$ cat src/design/tggt_pkg.sv
// Shared types and constants for the touch grid gesture tracker.
// Holds the electrode map, event and direction codes, register indexes and the
// command and status records between the controller and the datapath.
`timescale 1ns / 1ps
`default_nettype none

package tggt_pkg;

  localparam int ELECTRODES = 12;
  localparam int GRID_COLS  = 6;
  localparam int GRID_ROWS  = 6;

  // Port and field widths fixed by the interface.
  localparam int BITS_W    = 12;
  localparam int TIME_W    = 32;
  localparam int KIND_W    = 3;
  localparam int POS_OUT_W = 18;
  localparam int DELTA_W   = 19;
  localparam int DIR_W     = 2;
  localparam int DISP_W    = 16;
  localparam int VEL_W     = 16;
  localparam int CFG_IDX_W = 3;
  localparam int CFG_W     = 32;
  localparam int DIST_W    = 16;
  localparam int SPEED_W   = 16;
  localparam int TAPD_W    = 24;
  localparam int SCALE_W   = 10;

  // Centroid arithmetic: grid index sums up to 15, touched count up to 6.
  localparam int SUM_W  = 4;
  localparam int CNT_W  = 3;
  localparam int EIDX_W = 4;

  typedef logic [EIDX_W-1:0] elec_idx_t;

  localparam elec_idx_t COL_ELEC [GRID_COLS] = '{4'd11, 4'd10, 4'd9, 4'd5, 4'd4, 4'd3};
  localparam elec_idx_t ROW_ELEC [GRID_ROWS] = '{4'd0, 4'd1, 4'd2, 4'd8, 4'd7, 4'd6};

  localparam logic [DIST_W-1:0]  RST_SWIPE_MIN_DIST  = 16'd20;
  localparam logic [SPEED_W-1:0] RST_SWIPE_MIN_SPEED = 16'd200;
  localparam logic [TIME_W-1:0]  RST_SWIPE_MAX_TIME  = 32'd300;
  localparam logic [TIME_W-1:0]  RST_TAP_MAX_TIME    = 32'd200;
  localparam logic [TAPD_W-1:0]  RST_TAP_MAX_DIST    = 24'd5;
  localparam logic [SCALE_W-1:0] RST_POS_SCALE       = 10'd100;

  localparam int TAP_MUL = 100;
  localparam int VEL_MUL = 1000;
  localparam int GRID_PITCH = 5;

  typedef enum logic [CFG_IDX_W-1:0] {
    CFG_SWIPE_MIN_DIST  = 3'd0,
    CFG_SWIPE_MIN_SPEED = 3'd1,
    CFG_SWIPE_MAX_TIME  = 3'd2,
    CFG_TAP_MAX_TIME    = 3'd3,
    CFG_TAP_MAX_DIST    = 3'd4,
    CFG_POS_SCALE       = 3'd5
  } cfg_idx_t;

  typedef enum logic [KIND_W-1:0] {
    EV_START = 3'd0,
    EV_MOVE  = 3'd1,
    EV_END   = 3'd2,
    EV_TAP   = 3'd3,
    EV_SWIPE = 3'd4
  } ev_kind_t;

  typedef enum logic [DIR_W-1:0] {
    DIR_LEFT  = 2'd0,
    DIR_RIGHT = 2'd1,
    DIR_UP    = 2'd2,
    DIR_DOWN  = 2'd3
  } dir_t;

  typedef enum logic [3:0] {
    S_IDLE,
    S_DECIDE,
    S_AX_PREP,
    S_AX_LAUNCH,
    S_AX_WAIT,
    S_TOUCH_EMIT,
    S_REL_PREP,
    S_REL_MUL,
    S_REL_LAUNCH,
    S_REL_WAIT,
    S_EMIT_END,
    S_EMIT_SECOND
  } state_t;

  typedef struct packed {
    logic     load_in;
    logic     ax_prep;
    logic     axis_y;
    logic     ax_fallback;
    logic     ax_store;
    logic     div_start;
    logic     div_vel;
    logic     touch_commit;
    logic     rel_prep;
    logic     rel_mul;
    logic     vel_store;
    logic     emit;
    ev_kind_t emit_kind;
    logic     emit_last;
  } cmd_t;

  typedef struct packed {
    logic touching;
    logic bits_nz;
    logic cnt_zero;
    logic div_done;
    logic out_free;
    logic moved;
    logic is_tap;
    logic is_swipe;
  } sts_t;

endpackage

`default_nettype wire

$ cat src/design/tggt_div.sv
// Restoring divider, one quotient bit per cycle, shared by the centroid and
// velocity calculations. Stand-alone apart from the timescale and net type.
`timescale 1ns / 1ps
`default_nettype none

module tggt_div #(
  parameter int NUM_W = 28,
  parameter int DEN_W = 32
) (
  input  wire logic             clk,
  input  wire logic             rst,
  input  wire logic             start,
  input  wire logic [NUM_W-1:0] num,
  input  wire logic [DEN_W-1:0] den,
  output logic                  done,
  output logic [NUM_W-1:0]      quo
);

  localparam int CW = $clog2(NUM_W + 1);

  logic [CW-1:0]    cnt;
  logic             busy;
  logic [DEN_W-1:0] rem;
  logic [DEN_W-1:0] rem_next;
  logic [DEN_W:0]   trial;
  logic             ge;

  // The divisor must stay stable for the whole division.
  always_comb begin
    trial    = {rem, quo[NUM_W-1]};
    ge       = trial >= {1'b0, den};
    rem_next = ge ? DEN_W'(trial - {1'b0, den}) : trial[DEN_W-1:0];
  end

  always_ff @(posedge clk) begin
    if (rst) begin
      busy <= 1'b0;
      done <= 1'b0;
      cnt  <= '0;
    end else begin
      done <= 1'b0;
      if (start) begin
        busy <= 1'b1;
        cnt  <= CW'(NUM_W);
      end else if (busy) begin
        cnt <= cnt - 1'b1;
        if (cnt == CW'(1)) begin
          busy <= 1'b0;
          done <= 1'b1;
        end
      end
    end
  end

  always_ff @(posedge clk) begin
    if (start) begin
      rem <= '0;
      quo <= num;
    end else if (busy) begin
      rem <= rem_next;
      quo <= {quo[NUM_W-2:0], ge};
    end
  end

endmodule

`default_nettype wire

$ cat src/design/tggt_dp.sv
// Datapath of the gesture tracker: configuration registers, touch state,
// centroid and release arithmetic, and the result register.
// Depends on tggt_pkg and tggt_div.
`timescale 1ns / 1ps
`default_nettype none

module tggt_dp #(
  parameter int FRAC_BITS = 8
) (
  input  wire logic                                 clk,
  input  wire logic                                 rst,
  input  wire logic                                 cfg_we,
  input  wire logic [tggt_pkg::CFG_IDX_W-1:0]       cfg_index,
  input  wire logic [tggt_pkg::CFG_W-1:0]           cfg_data,
  input  wire logic [tggt_pkg::BITS_W-1:0]          touch_bits,
  input  wire logic [tggt_pkg::TIME_W-1:0]          now_ms,
  input  wire tggt_pkg::cmd_t                       cmd,
  output tggt_pkg::sts_t                            sts,
  output logic                                      out_valid,
  input  wire logic                                 out_ready,
  output logic [tggt_pkg::KIND_W-1:0]               event_kind,
  output logic [tggt_pkg::POS_OUT_W-1:0]            pos_x,
  output logic [tggt_pkg::POS_OUT_W-1:0]            pos_y,
  output logic signed [tggt_pkg::DELTA_W-1:0]       delta_x,
  output logic signed [tggt_pkg::DELTA_W-1:0]       delta_y,
  output logic [tggt_pkg::TIME_W-1:0]               hold_ms,
  output logic [tggt_pkg::DIR_W-1:0]                swipe_dir,
  output logic [tggt_pkg::DISP_W-1:0]               displacement,
  output logic [tggt_pkg::VEL_W-1:0]                velocity,
  output logic                                      last
);

  localparam int F       = FRAC_BITS;
  localparam int POS_W   = tggt_pkg::SCALE_W + F;
  localparam int NUM_W   = POS_W + 10;
  localparam int DEN_W   = tggt_pkg::TIME_W;
  localparam int PROD_W  = tggt_pkg::SUM_W + tggt_pkg::SCALE_W;
  localparam int TAPP_W  = POS_W + 7;
  localparam int TAPV_W  = TAPP_W - F;
  localparam int QS_W    = NUM_W - F;
  localparam int MDC_W   = tggt_pkg::DIST_W + F;
  localparam int PEXT_W  = (POS_W > tggt_pkg::POS_OUT_W) ? POS_W : tggt_pkg::POS_OUT_W;
  localparam int DEXT_W  = (POS_W + 1 > tggt_pkg::DELTA_W) ? POS_W + 1 : tggt_pkg::DELTA_W;
  localparam int AXD_W   = 5;

  // Configuration registers.
  logic [tggt_pkg::DIST_W-1:0]  swipe_min_dist;
  logic [tggt_pkg::SPEED_W-1:0] swipe_min_speed;
  logic [tggt_pkg::TIME_W-1:0]  swipe_max_time;
  logic [tggt_pkg::TIME_W-1:0]  tap_max_time;
  logic [tggt_pkg::TAPD_W-1:0]  tap_max_dist;
  logic [tggt_pkg::SCALE_W-1:0] pos_scale;

  // Item and gesture state.
  logic [tggt_pkg::BITS_W-1:0] in_bits;
  logic [tggt_pkg::TIME_W-1:0] in_now;
  logic                        touching;
  logic [POS_W-1:0]            start_x;
  logic [POS_W-1:0]            start_y;
  logic [POS_W-1:0]            cur_x;
  logic [POS_W-1:0]            cur_y;
  logic [POS_W-1:0]            new_x;
  logic [POS_W-1:0]            new_y;
  logic [tggt_pkg::TIME_W-1:0] start_time;

  // Centroid operands.
  logic [NUM_W-1:0] ax_num;
  logic [AXD_W-1:0] ax_den;
  logic             ax_zero;

  // Release operands.
  logic [POS_W-1:0]            md;
  tggt_pkg::dir_t              dir;
  logic [tggt_pkg::TIME_W-1:0] dur;
  logic [TAPP_W-1:0]           tap_prod;
  logic [NUM_W-1:0]            vel_num;
  logic [tggt_pkg::VEL_W-1:0]  vel;

  // Combinational helpers.
  logic [tggt_pkg::SUM_W-1:0]  sum;
  logic [tggt_pkg::CNT_W-1:0]  cnt;
  logic [PROD_W-1:0]           ax_prod;
  logic [POS_W-1:0]            centre;
  logic [POS_W-1:0]            fallback;
  logic signed [POS_W:0]       mdx;
  logic signed [POS_W:0]       mdy;
  logic signed [POS_W:0]       rdx;
  logic signed [POS_W:0]       rdy;
  logic [POS_W:0]              rax;
  logic [POS_W:0]              ray;
  logic [tggt_pkg::TIME_W-1:0] cur_dur;
  logic [tggt_pkg::TIME_W-1:0] dur_adj;
  logic [TAPV_W-1:0]           tap_val;
  logic [QS_W-1:0]             qs;
  logic                        div_start;
  logic                        div_done;
  logic [NUM_W-1:0]            div_num;
  logic [DEN_W-1:0]            div_den;
  logic [NUM_W-1:0]            div_quo;
  logic [POS_W-1:0]            emit_px;
  logic [POS_W-1:0]            emit_py;
  logic [PEXT_W-1:0]           px_ext;
  logic [PEXT_W-1:0]           py_ext;
  logic signed [DEXT_W-1:0]    dx_ext;
  logic signed [DEXT_W-1:0]    dy_ext;

  always_ff @(posedge clk) begin
    if (rst) begin
      swipe_min_dist  <= tggt_pkg::RST_SWIPE_MIN_DIST;
      swipe_min_speed <= tggt_pkg::RST_SWIPE_MIN_SPEED;
      swipe_max_time  <= tggt_pkg::RST_SWIPE_MAX_TIME;
      tap_max_time    <= tggt_pkg::RST_TAP_MAX_TIME;
      tap_max_dist    <= tggt_pkg::RST_TAP_MAX_DIST;
      pos_scale       <= tggt_pkg::RST_POS_SCALE;
    end else if (cfg_we) begin
      unique case (tggt_pkg::cfg_idx_t'(cfg_index))
        tggt_pkg::CFG_SWIPE_MIN_DIST:  swipe_min_dist  <= cfg_data[tggt_pkg::DIST_W-1:0];
        tggt_pkg::CFG_SWIPE_MIN_SPEED: swipe_min_speed <= cfg_data[tggt_pkg::SPEED_W-1:0];
        tggt_pkg::CFG_SWIPE_MAX_TIME:  swipe_max_time  <= cfg_data[tggt_pkg::TIME_W-1:0];
        tggt_pkg::CFG_TAP_MAX_TIME:    tap_max_time    <= cfg_data[tggt_pkg::TIME_W-1:0];
        tggt_pkg::CFG_TAP_MAX_DIST:    tap_max_dist    <= cfg_data[tggt_pkg::TAPD_W-1:0];
        tggt_pkg::CFG_POS_SCALE:       pos_scale       <= cfg_data[tggt_pkg::SCALE_W-1:0];
        default: ;
      endcase
    end
  end

  // Sum of grid indexes and count of touched electrodes on the chosen axis.
  always_comb begin
    sum = '0;
    cnt = '0;
    for (int i = 0; i < tggt_pkg::GRID_COLS; i++) begin
      if (in_bits[cmd.axis_y ? tggt_pkg::ROW_ELEC[i] : tggt_pkg::COL_ELEC[i]]) begin
        sum = sum + tggt_pkg::SUM_W'(i);
        cnt = cnt + 1'b1;
      end
    end
    ax_prod = PROD_W'(sum) * PROD_W'(pos_scale);
  end

  always_comb begin
    centre   = POS_W'(pos_scale) << (F - 1);
    fallback = touching ? (cmd.axis_y ? cur_y : cur_x) : centre;
    mdx      = $signed({1'b0, new_x}) - $signed({1'b0, cur_x});
    mdy      = $signed({1'b0, new_y}) - $signed({1'b0, cur_y});
    rdx      = $signed({1'b0, cur_x}) - $signed({1'b0, start_x});
    rdy      = $signed({1'b0, cur_y}) - $signed({1'b0, start_y});
    rax      = rdx[POS_W] ? (POS_W + 1)'(-rdx) : rdx;
    ray      = rdy[POS_W] ? (POS_W + 1)'(-rdy) : rdy;
    cur_dur  = in_now - start_time;
    dur_adj  = (dur == '0) ? tggt_pkg::TIME_W'(1) : dur;
    tap_val  = tap_prod[TAPP_W-1:F];
    qs       = div_quo[NUM_W-1:F];
  end

  // Inputs and centroid.
  always_ff @(posedge clk) begin
    if (cmd.load_in) begin
      in_bits <= touch_bits;
      in_now  <= now_ms;
    end
    if (cmd.ax_prep) begin
      ax_num  <= NUM_W'(ax_prod) << F;
      ax_den  <= AXD_W'(cnt) * AXD_W'(tggt_pkg::GRID_PITCH);
      ax_zero <= (cnt == '0);
    end
    if (cmd.ax_fallback || cmd.ax_store) begin
      if (cmd.axis_y) begin
        new_y <= cmd.ax_fallback ? fallback : div_quo[POS_W-1:0];
      end else begin
        new_x <= cmd.ax_fallback ? fallback : div_quo[POS_W-1:0];
      end
    end
  end

  // Touch state.
  always_ff @(posedge clk) begin
    if (rst) begin
      touching <= 1'b0;
    end else if (cmd.touch_commit) begin
      touching <= 1'b1;
    end else if (cmd.emit && cmd.emit_kind == tggt_pkg::EV_END) begin
      touching <= 1'b0;
    end
  end

  always_ff @(posedge clk) begin
    if (cmd.touch_commit) begin
      cur_x <= new_x;
      cur_y <= new_y;
      if (!touching) begin
        start_x    <= new_x;
        start_y    <= new_y;
        start_time <= in_now;
      end
    end
  end

  // Release: largest axis displacement, direction and duration, then products.
  always_ff @(posedge clk) begin
    if (cmd.rel_prep) begin
      md  <= (rax > ray) ? rax[POS_W-1:0] : ray[POS_W-1:0];
      dur <= cur_dur;
      if (rax > ray) begin
        dir <= (!rdx[POS_W] && rdx != '0) ? tggt_pkg::DIR_RIGHT : tggt_pkg::DIR_LEFT;
      end else begin
        dir <= (!rdy[POS_W] && rdy != '0) ? tggt_pkg::DIR_DOWN : tggt_pkg::DIR_UP;
      end
    end
    if (cmd.rel_mul) begin
      tap_prod <= TAPP_W'(md) * TAPP_W'(tggt_pkg::TAP_MUL);
      vel_num  <= NUM_W'(md) * NUM_W'(tggt_pkg::VEL_MUL);
    end
    if (cmd.vel_store) begin
      vel <= (|qs[QS_W-1:tggt_pkg::VEL_W]) ? '1 : qs[tggt_pkg::VEL_W-1:0];
    end
  end

  assign div_start = cmd.div_start;
  assign div_num   = cmd.div_vel ? vel_num : ax_num;
  assign div_den   = cmd.div_vel ? dur_adj : DEN_W'(ax_den);

  tggt_div #(
    .NUM_W(NUM_W),
    .DEN_W(DEN_W)
  ) u_div (
    .clk   (clk),
    .rst   (rst),
    .start (div_start),
    .num   (div_num),
    .den   (div_den),
    .done  (div_done),
    .quo   (div_quo)
  );

  always_comb begin
    sts.touching = touching;
    sts.bits_nz  = |in_bits;
    sts.cnt_zero = ax_zero;
    sts.div_done = div_done;
    sts.out_free = !out_valid || out_ready;
    sts.moved    = (new_x != cur_x) || (new_y != cur_y);
    sts.is_tap   = (dur <= tap_max_time) &&
                   (tggt_pkg::TAPD_W'(tap_val) <= tap_max_dist);
    sts.is_swipe = (MDC_W'(md) >= {swipe_min_dist, {F{1'b0}}}) &&
                   (dur_adj <= swipe_max_time) && (vel >= swipe_min_speed);
  end

  // Result fields for the event being issued.
  always_comb begin
    unique case (cmd.emit_kind)
      tggt_pkg::EV_START, tggt_pkg::EV_MOVE: begin
        emit_px = new_x;
        emit_py = new_y;
      end
      tggt_pkg::EV_END: begin
        emit_px = cur_x;
        emit_py = cur_y;
      end
      tggt_pkg::EV_TAP: begin
        emit_px = start_x;
        emit_py = start_y;
      end
      default: begin
        emit_px = '0;
        emit_py = '0;
      end
    endcase
    px_ext = PEXT_W'(emit_px);
    py_ext = PEXT_W'(emit_py);
    dx_ext = DEXT_W'(mdx);
    dy_ext = DEXT_W'(mdy);
  end

  always_ff @(posedge clk) begin
    if (rst) begin
      out_valid <= 1'b0;
    end else if (cmd.emit) begin
      out_valid <= 1'b1;
    end else if (out_ready) begin
      out_valid <= 1'b0;
    end
  end

  always_ff @(posedge clk) begin
    if (cmd.emit) begin
      event_kind   <= cmd.emit_kind;
      pos_x        <= px_ext[tggt_pkg::POS_OUT_W-1:0];
      pos_y        <= py_ext[tggt_pkg::POS_OUT_W-1:0];
      delta_x      <= '0;
      delta_y      <= '0;
      hold_ms      <= '0;
      swipe_dir    <= '0;
      displacement <= '0;
      velocity     <= '0;
      last         <= cmd.emit_last;
      if (cmd.emit_kind == tggt_pkg::EV_MOVE) begin
        delta_x <= dx_ext[tggt_pkg::DELTA_W-1:0];
        delta_y <= dy_ext[tggt_pkg::DELTA_W-1:0];
      end
      if (cmd.emit_kind == tggt_pkg::EV_END || cmd.emit_kind == tggt_pkg::EV_TAP ||
          cmd.emit_kind == tggt_pkg::EV_SWIPE) begin
        hold_ms <= dur;
      end
      if (cmd.emit_kind == tggt_pkg::EV_SWIPE) begin
        swipe_dir    <= dir;
        displacement <= tggt_pkg::DISP_W'(md[POS_W-1:F]);
        velocity     <= vel;
      end
    end
  end

endmodule

`default_nettype wire

$ cat src/design/tggt_ctrl.sv
// Controller of the gesture tracker: sequences the centroid divisions, the
// release analysis and the issue of results. Depends on tggt_pkg.
`timescale 1ns / 1ps
`default_nettype none

module tggt_ctrl (
  input  wire logic           clk,
  input  wire logic           rst,
  input  wire logic           in_valid,
  output logic                in_ready,
  input  wire tggt_pkg::sts_t sts,
  output tggt_pkg::cmd_t      cmd
);

  tggt_pkg::state_t state;
  tggt_pkg::state_t state_next;
  logic             axis;
  logic             axis_next;

  always_ff @(posedge clk) begin
    if (rst) begin
      state <= tggt_pkg::S_IDLE;
      axis  <= 1'b0;
    end else begin
      state <= state_next;
      axis  <= axis_next;
    end
  end

  always_comb begin
    state_next = state;
    axis_next  = axis;
    in_ready   = 1'b0;
    cmd        = '0;
    cmd.axis_y = axis;

    unique case (state)
      tggt_pkg::S_IDLE: begin
        in_ready = 1'b1;
        if (in_valid) begin
          cmd.load_in = 1'b1;
          state_next  = tggt_pkg::S_DECIDE;
        end
      end
      tggt_pkg::S_DECIDE: begin
        if (sts.bits_nz) begin
          axis_next  = 1'b0;
          state_next = tggt_pkg::S_AX_PREP;
        end else if (sts.touching) begin
          state_next = tggt_pkg::S_REL_PREP;
        end else begin
          state_next = tggt_pkg::S_IDLE;
        end
      end
      tggt_pkg::S_AX_PREP: begin
        cmd.ax_prep = 1'b1;
        state_next  = tggt_pkg::S_AX_LAUNCH;
      end
      tggt_pkg::S_AX_LAUNCH: begin
        if (sts.cnt_zero) begin
          cmd.ax_fallback = 1'b1;
          axis_next       = 1'b1;
          state_next      = axis ? tggt_pkg::S_TOUCH_EMIT : tggt_pkg::S_AX_PREP;
        end else begin
          cmd.div_start = 1'b1;
          state_next    = tggt_pkg::S_AX_WAIT;
        end
      end
      tggt_pkg::S_AX_WAIT: begin
        if (sts.div_done) begin
          cmd.ax_store = 1'b1;
          axis_next    = 1'b1;
          state_next   = axis ? tggt_pkg::S_TOUCH_EMIT : tggt_pkg::S_AX_PREP;
        end
      end
      tggt_pkg::S_TOUCH_EMIT: begin
        // A held touch whose position did not change only updates the state.
        if (sts.touching && !sts.moved) begin
          cmd.touch_commit = 1'b1;
          state_next       = tggt_pkg::S_IDLE;
        end else if (sts.out_free) begin
          cmd.touch_commit = 1'b1;
          cmd.emit         = 1'b1;
          cmd.emit_kind    = sts.touching ? tggt_pkg::EV_MOVE : tggt_pkg::EV_START;
          cmd.emit_last    = 1'b1;
          state_next       = tggt_pkg::S_IDLE;
        end
      end
      tggt_pkg::S_REL_PREP: begin
        cmd.rel_prep = 1'b1;
        state_next   = tggt_pkg::S_REL_MUL;
      end
      tggt_pkg::S_REL_MUL: begin
        cmd.rel_mul = 1'b1;
        state_next  = tggt_pkg::S_REL_LAUNCH;
      end
      tggt_pkg::S_REL_LAUNCH: begin
        if (sts.is_tap) begin
          state_next = tggt_pkg::S_EMIT_END;
        end else begin
          cmd.div_start = 1'b1;
          cmd.div_vel   = 1'b1;
          state_next    = tggt_pkg::S_REL_WAIT;
        end
      end
      tggt_pkg::S_REL_WAIT: begin
        cmd.div_vel = 1'b1;
        if (sts.div_done) begin
          cmd.vel_store = 1'b1;
          state_next    = tggt_pkg::S_EMIT_END;
        end
      end
      tggt_pkg::S_EMIT_END: begin
        cmd.div_vel = 1'b1;
        if (sts.out_free) begin
          cmd.emit      = 1'b1;
          cmd.emit_kind = tggt_pkg::EV_END;
          cmd.emit_last = !(sts.is_tap || sts.is_swipe);
          state_next    = (sts.is_tap || sts.is_swipe) ? tggt_pkg::S_EMIT_SECOND
                                                       : tggt_pkg::S_IDLE;
        end
      end
      tggt_pkg::S_EMIT_SECOND: begin
        cmd.div_vel = 1'b1;
        if (sts.out_free) begin
          cmd.emit      = 1'b1;
          cmd.emit_kind = sts.is_tap ? tggt_pkg::EV_TAP : tggt_pkg::EV_SWIPE;
          cmd.emit_last = 1'b1;
          state_next    = tggt_pkg::S_IDLE;
        end
      end
      default: begin
        state_next = tggt_pkg::S_IDLE;
      end
    endcase
  end

endmodule

`default_nettype wire

$ cat src/design/touch_grid_gesture_tracker.sv
// Touch grid gesture tracker: turns electrode polls into touch events.
//
// Input channel (in_valid/in_ready): one transaction is a poll, touch_bits and
// now_ms. Output channel (out_valid/out_ready): zero, one or two transactions
// per poll (start, move, end, tap, swipe); last marks the final one of a poll.
// Configuration is written through cfg_we/cfg_index/cfg_data while idle; the
// user is bound to this, and the block itself does not enforce it. One poll
// is handled at a time; a shared restoring divider of N = FRAC_BITS+20 bits
// (28 by default) gives one quotient bit per cycle while it is busy. A poll
// with no touch while released uses no division; a poll with a touch divides
// once per axis, skipping an axis with no touched electrode; a release
// divides for the velocity unless it is a tap.
// The result register decouples the sides: the next poll is taken while a
// finished result still waits. A stalled receiver holds the controller only
// when it has a new result to issue. Reset restores the default thresholds,
// clears the touch state and empties the result register; no clearing pass.
// Depends on tggt_pkg, tggt_ctrl, tggt_dp and tggt_div.
`timescale 1ns / 1ps
`default_nettype none

module touch_grid_gesture_tracker #(
  parameter int FRAC_BITS = 8
) (
  input  wire logic                                  clk,
  input  wire logic                                  rst,
  input  wire logic                                  cfg_we,
  input  wire logic [tggt_pkg::CFG_IDX_W-1:0]        cfg_index,
  input  wire logic [tggt_pkg::CFG_W-1:0]            cfg_data,
  input  wire logic                                  in_valid,
  output logic                                       in_ready,
  input  wire logic [tggt_pkg::BITS_W-1:0]           touch_bits,
  input  wire logic [tggt_pkg::TIME_W-1:0]           now_ms,
  output logic                                       out_valid,
  input  wire logic                                  out_ready,
  output logic [tggt_pkg::KIND_W-1:0]                event_kind,
  output logic [tggt_pkg::POS_OUT_W-1:0]             pos_x,
  output logic [tggt_pkg::POS_OUT_W-1:0]             pos_y,
  output logic signed [tggt_pkg::DELTA_W-1:0]        delta_x,
  output logic signed [tggt_pkg::DELTA_W-1:0]        delta_y,
  output logic [tggt_pkg::TIME_W-1:0]                hold_ms,
  output logic [tggt_pkg::DIR_W-1:0]                 swipe_dir,
  output logic [tggt_pkg::DISP_W-1:0]                displacement,
  output logic [tggt_pkg::VEL_W-1:0]                 velocity,
  output logic                                       last
);

  tggt_pkg::cmd_t cmd;
  tggt_pkg::sts_t sts;

  tggt_ctrl u_ctrl (
    .clk      (clk),
    .rst      (rst),
    .in_valid (in_valid),
    .in_ready (in_ready),
    .sts      (sts),
    .cmd      (cmd)
  );

  tggt_dp #(
    .FRAC_BITS(FRAC_BITS)
  ) u_dp (
    .clk          (clk),
    .rst          (rst),
    .cfg_we       (cfg_we),
    .cfg_index    (cfg_index),
    .cfg_data     (cfg_data),
    .touch_bits   (touch_bits),
    .now_ms       (now_ms),
    .cmd          (cmd),
    .sts          (sts),
    .out_valid    (out_valid),
    .out_ready    (out_ready),
    .event_kind   (event_kind),
    .pos_x        (pos_x),
    .pos_y        (pos_y),
    .delta_x      (delta_x),
    .delta_y      (delta_y),
    .hold_ms      (hold_ms),
    .swipe_dir    (swipe_dir),
    .displacement (displacement),
    .velocity     (velocity),
    .last         (last)
  );

  // While an end event that is not the last result is taken, the tap or swipe
  // is still pending, so no poll can be accepted.
  a_end_then_second: assert property (@(posedge clk) disable iff (rst)
    (out_valid && out_ready && event_kind == tggt_pkg::EV_END && !last) |-> !in_ready)
    else $error("poll accepted between an end event and its tap or swipe");

  a_single_result_last: assert property (@(posedge clk) disable iff (rst)
    (out_valid && (event_kind == tggt_pkg::EV_START || event_kind == tggt_pkg::EV_MOVE ||
                   event_kind == tggt_pkg::EV_TAP || event_kind == tggt_pkg::EV_SWIPE))
    |-> last)
    else $error("start, move, tap or swipe event without last");

  a_swipe_fields: assert property (@(posedge clk) disable iff (rst)
    (out_valid && event_kind == tggt_pkg::EV_SWIPE) |-> (pos_x == '0 && pos_y == '0 &&
                                                         delta_x == '0 && delta_y == '0))
    else $error("swipe event carries a position or delta");

endmodule

`default_nettype wire

$ cat config.mk
export PLATFORM = sky130hd
export DESIGN_NAME = touch_grid_gesture_tracker
export DESIGN_NICKNAME = d
export VERILOG_FILES = /design/src/design/tggt_pkg.sv /design/src/design/tggt_div.sv /design/src/design/tggt_dp.sv /design/src/design/tggt_ctrl.sv /design/src/design/touch_grid_gesture_tracker.sv
export SDC_FILE = /design/constraint.sdc
export NUM_CORES = 2
export LEC_CHECK = 0
export BUFFER_PORTS_ARGS = -buffer_cell sky130_fd_sc_hd__clkbuf_2
export CAP_MARGIN = 5
export CORE_ASPECT_RATIO = 1.2
export CORE_MARGIN = 2
export CORE_UTILIZATION = 55
export CTS_CLUSTER_SIZE = 20
export DETAILED_ROUTE_END_ITERATION = 10
export GPL_TIMING_DRIVEN = 0
export PLACE_DENSITY = 0.81
export SYNTH_ARGS = -nofsm -noshare
export SYNTH_HDL_FRONTEND = slang
export SYNTH_SLANG_ARGS = --single-unit
export TNS_END_PERCENT = 50
$ cat constraint.sdc
create_clock -name clk -period 6.2 [get_ports clk]
set_input_delay 0.31 -clock clk [delete_from_list [all_inputs] [get_ports clk]]
set_output_delay 0.31 -clock clk [all_outputs]
set_load 0.02 [all_outputs]
==> impl_metrics.env <==
export IMPL_seq_area_um2=17900
export IMPL_yosysSeqAreaShare=0.449
export IMPL_nets=4897
export IMPL_mostFrequentLayoutCell="edfxtp_1"
export IMPL_skew_ps=33.9
export IMPL_yosysWarnings=0
export IMPL_place_gp_congestion=0.959
export IMPL_r2r_setup_slack_ps=100
export IMPL_htree_levels=3
export IMPL_area_delta_synth_final_pct=14.3
export IMPL_grt_max_degree=68
export IMPL_crit_type="flip-flop to flip-flop"
export IMPL_totalWireLength_mm=114
export IMPL_synthCells=3936
export IMPL_clk_pin_slew_ps=60
export IMPL_drc=0
export IMPL_port_buffer_count=222
export IMPL_synth_top_cells_by_area="edfxtp_1 36%, ha_1 12%, dfxtp_1 8.8%"
export IMPL_crit_required_ps=6680
export IMPL_track_usage=0.297
export IMPL_die_area_um2=74900
export IMPL_cts_tree="yes"
export IMPL_clock_sinks=656
export IMPL_tns_ps=0
export IMPL_fill_cells=5557
export IMPL_drv_cap=0
export IMPL_viasPerCell=5.97
export IMPL_grt_overflow=0
export IMPL_p_per_area_nw_per_um2=269
export IMPL_multiInputGateArea_um2=20000
export IMPL_wl_per_cell_um=21.4
export IMPL_path_buf_inv=4
export IMPL_vias=31700
export IMPL_crit_cells=21
export IMPL_status="finished, final reports clean"
export IMPL_fmax_mhz=164
export IMPL_setup_viol_count_final=0
export IMPL_synth_ff_type="edfxtp_1"
export IMPL_hold_ws_ps=40.6
export IMPL_dp_hpwl_mm=85.2
export IMPL_whs_path_depth=3
export IMPL_cp_start_kind="flip-flop"
export IMPL_final_cell_mix="480 x edfxtp_1, 452 x nand2_1, 418 x inv_1, 392 x ha_1, 325 x a21oi_1"
export IMPL_synth_area_per_cell_um2=10.2
export IMPL_worst_pin_slew_ps=1240
export IMPL_ant_nets=0
export IMPL_clk_latency_ps=630
export IMPL_worstPathMaxFanout=10
export IMPL_vdd_drop_max_mv=0.175
export IMPL_synth_seq_cells=656
export IMPL_dr_pass1_iters=10
export IMPL_async_reset_ff_frac=0
export IMPL_critical_path_top_delay_family="compound AO/OA/AOI/OAI gates"
export IMPL_maxSlewHeadroom=0.169
export IMPL_layout_drive_gt1_share=0.105
export IMPL_p_leak_nw=18.8
export IMPL_crit_path_end_kind="flip-flop"
export IMPL_antenna_found_initial=0
export IMPL_start_util=0.554
export IMPL_grt_pass1_wl_mm=173
export IMPL_finalHoldViolations=0
export IMPL_min_period_ps=6100
export IMPL_hold_class="input port to flip-flop"
export IMPL_final_area_um2=45700
export IMPL_critical_path_slowest_cell="edfxtp_1"
export IMPL_io_pins=230
export IMPL_finalCritPeriodShare=0.983
export IMPL_die_h_um=299
export IMPL_reg2reg_depth=21
export IMPL_cts_root_buf="clkbuf_16"
export IMPL_grt_pass1_vias=31100
export IMPL_final_max_slew_viol_count=0
export IMPL_synthDistinctLibCells=92
export IMPL_synth_top_area_frac=0.360
export IMPL_synth_edf_count=480
export IMPL_core_area_um2=72200
export IMPL_die_w_um=250
export IMPL_worstPathArrival_ps=6570
export IMPL_path_cells="ha_1 > nand4_1 > a2111oi_0 > nor3_1 > o311ai_4 > o31a_1 > buf_4 > buf_4 > mux2i_4 > ha_1 > nor2b_1 > o31a_1 > o31a_1 > o21a_1 > a21oi_2 > o21a_2 > o21a_1 > buf_2 > buf_4 > mux2i_1 > a211oi_1"
export IMPL_dpl_cell_area_um2=42500
export IMPL_syn_cell_area_um2=40000
export IMPL_num_rows=108
export IMPL_cts_buffers_inserted=68
export IMPL_max_stage_delay_ps=570
export IMPL_synth_top_cell_by_area="edfxtp_1"
export IMPL_drtIter0Drc=3287
export IMPL_cts_buffer_depth=3
-- power by group --
group	leakage, nW	total (W)	switching (W)	internal, W
clock network	1.13	0.00423	0.00179	0.00243
registers	5.87	0.00511	0.000157	0.00495
logic	11.8	0.00297	0.00174	0.00123
total	18.8	0.0123	0.00369	0.00861
-- logic make-up after synthesis --
kind of cell	share of synthesized area
buf+inv	0.0559
xor+xnor	0.0431
compound gates	0.140
simple gates	0.128
mux	0.0138
other cells	0.0000938
fa+ha+maj	0.171
flops	0.449
-- worst reg2reg max path, stage by stage, from the launching register on --
cell       delay (ps)
edfxtp_1          570
ha_1              390
nand4_1           160
a2111oi_0         510
nor3_1            160
o311ai_4          400
o31a_1            210
buf_4             240
buf_4             220
mux2i_4           280
ha_1              280
nor2b_1           150
o31a_1            270
o31a_1            290
o21a_1            270
a21oi_2           250
o21a_2            270
o21a_1            150
buf_2             190
buf_4             260
mux2i_1           310
a211oi_1          110
-- worst paths after layout --
check | startpoint | to
setup reg to reg | u_dp.dur[9] | u_dp.u_div.rem[16]
setup / recovery | u_dp.dur[9] | u_dp.u_div.rem[16]
hold reg to reg | u_dp.swipe_max_time[20] | u_dp.swipe_max_time[20]
hold / removal | cfg_data[23] | u_dp.swipe_max_time[23]
-- registers in the layout, indices dropped and copies added (netlist names), 28 cells and up --
| register | flops |
|---|---|
| u_dp.dur | 32 |
| u_dp.hold_ms | 32 |
| u_dp.in_now | 32 |
| u_dp.start_time | 32 |
| u_dp.swipe_max_time | 32 |
| u_dp.tap_max_time | 32 |
| u_dp.u_div.rem | 32 |
| u_dp.u_div.quo | 28 |
-- through the flow --
stage	std cells	worst slack [ps]	power [W]	utilization
finish	5316	103	0.0123	0.633
global route	5315	-97.2	0.0128	0.633
CTS	5290	8.20	0.0122	0.630
detailed placement	5107	-854	0.00797	0.589
global placement	5098	-1390	0.00791	0.586
floorplan	3941	767	0.00726	-
-- per-layer routing --
metal,GRT usage,wire length [um],up-vias,share of wire
li1,-,-,14600,-
met1,0.376,43800,15100,0.39
met2,0.498,53900,1619,0.47
met3,0.0457,9780,390,0.086
met4,0.150,6280,0,0.055
met5,0,0,-,0
-- area by class of cell --
cell class              count  share of cell area
flip-flops and latches    656               0.392
plain buffers             162              0.0146
multi-input cells        2702               0.437
diodes                      1           0.0000548
clock inverters            31             0.00717
well taps                 935              0.0256
inverters                 421              0.0346
clock buffers              94              0.0426
repair buffers            314              0.0454
-- synth_stat cells (all sizes together), types with 11 or more instances --
cell type,instances
edfxtp,480
ha,392
inv,420
a211oi,12
nor4,30
dfxtp,176
and2,93
xnor2,119
and3,21
xor2,76
nor3,62
nor2b,57
o21bai,17
clkbuf,137
a31oi,29
nand3b,14
nand3,37
o211ai,18
a222oi,36
buf,25
nand2,453
a21oi,329
a211o,11
nand4,40
o21a,44
mux2i,46
nand2b,42
or2,11
o31ai,14
o21ai,173
a21o,85
fa,96
a22o,12
nor2,201
-- what timing repair did --
item                                    4_1_cts  5_1_grt
endpoints found under the setup margin       38       47
buffers inserted                              1       24
gates resized for setup                      16       16
cloned                                        0        0
hold endpoints to repair                     72        0
pin swaps                                     1        4
hold buffers                                 57        0
No activity file was read; power rests on OpenSTA's default activity.
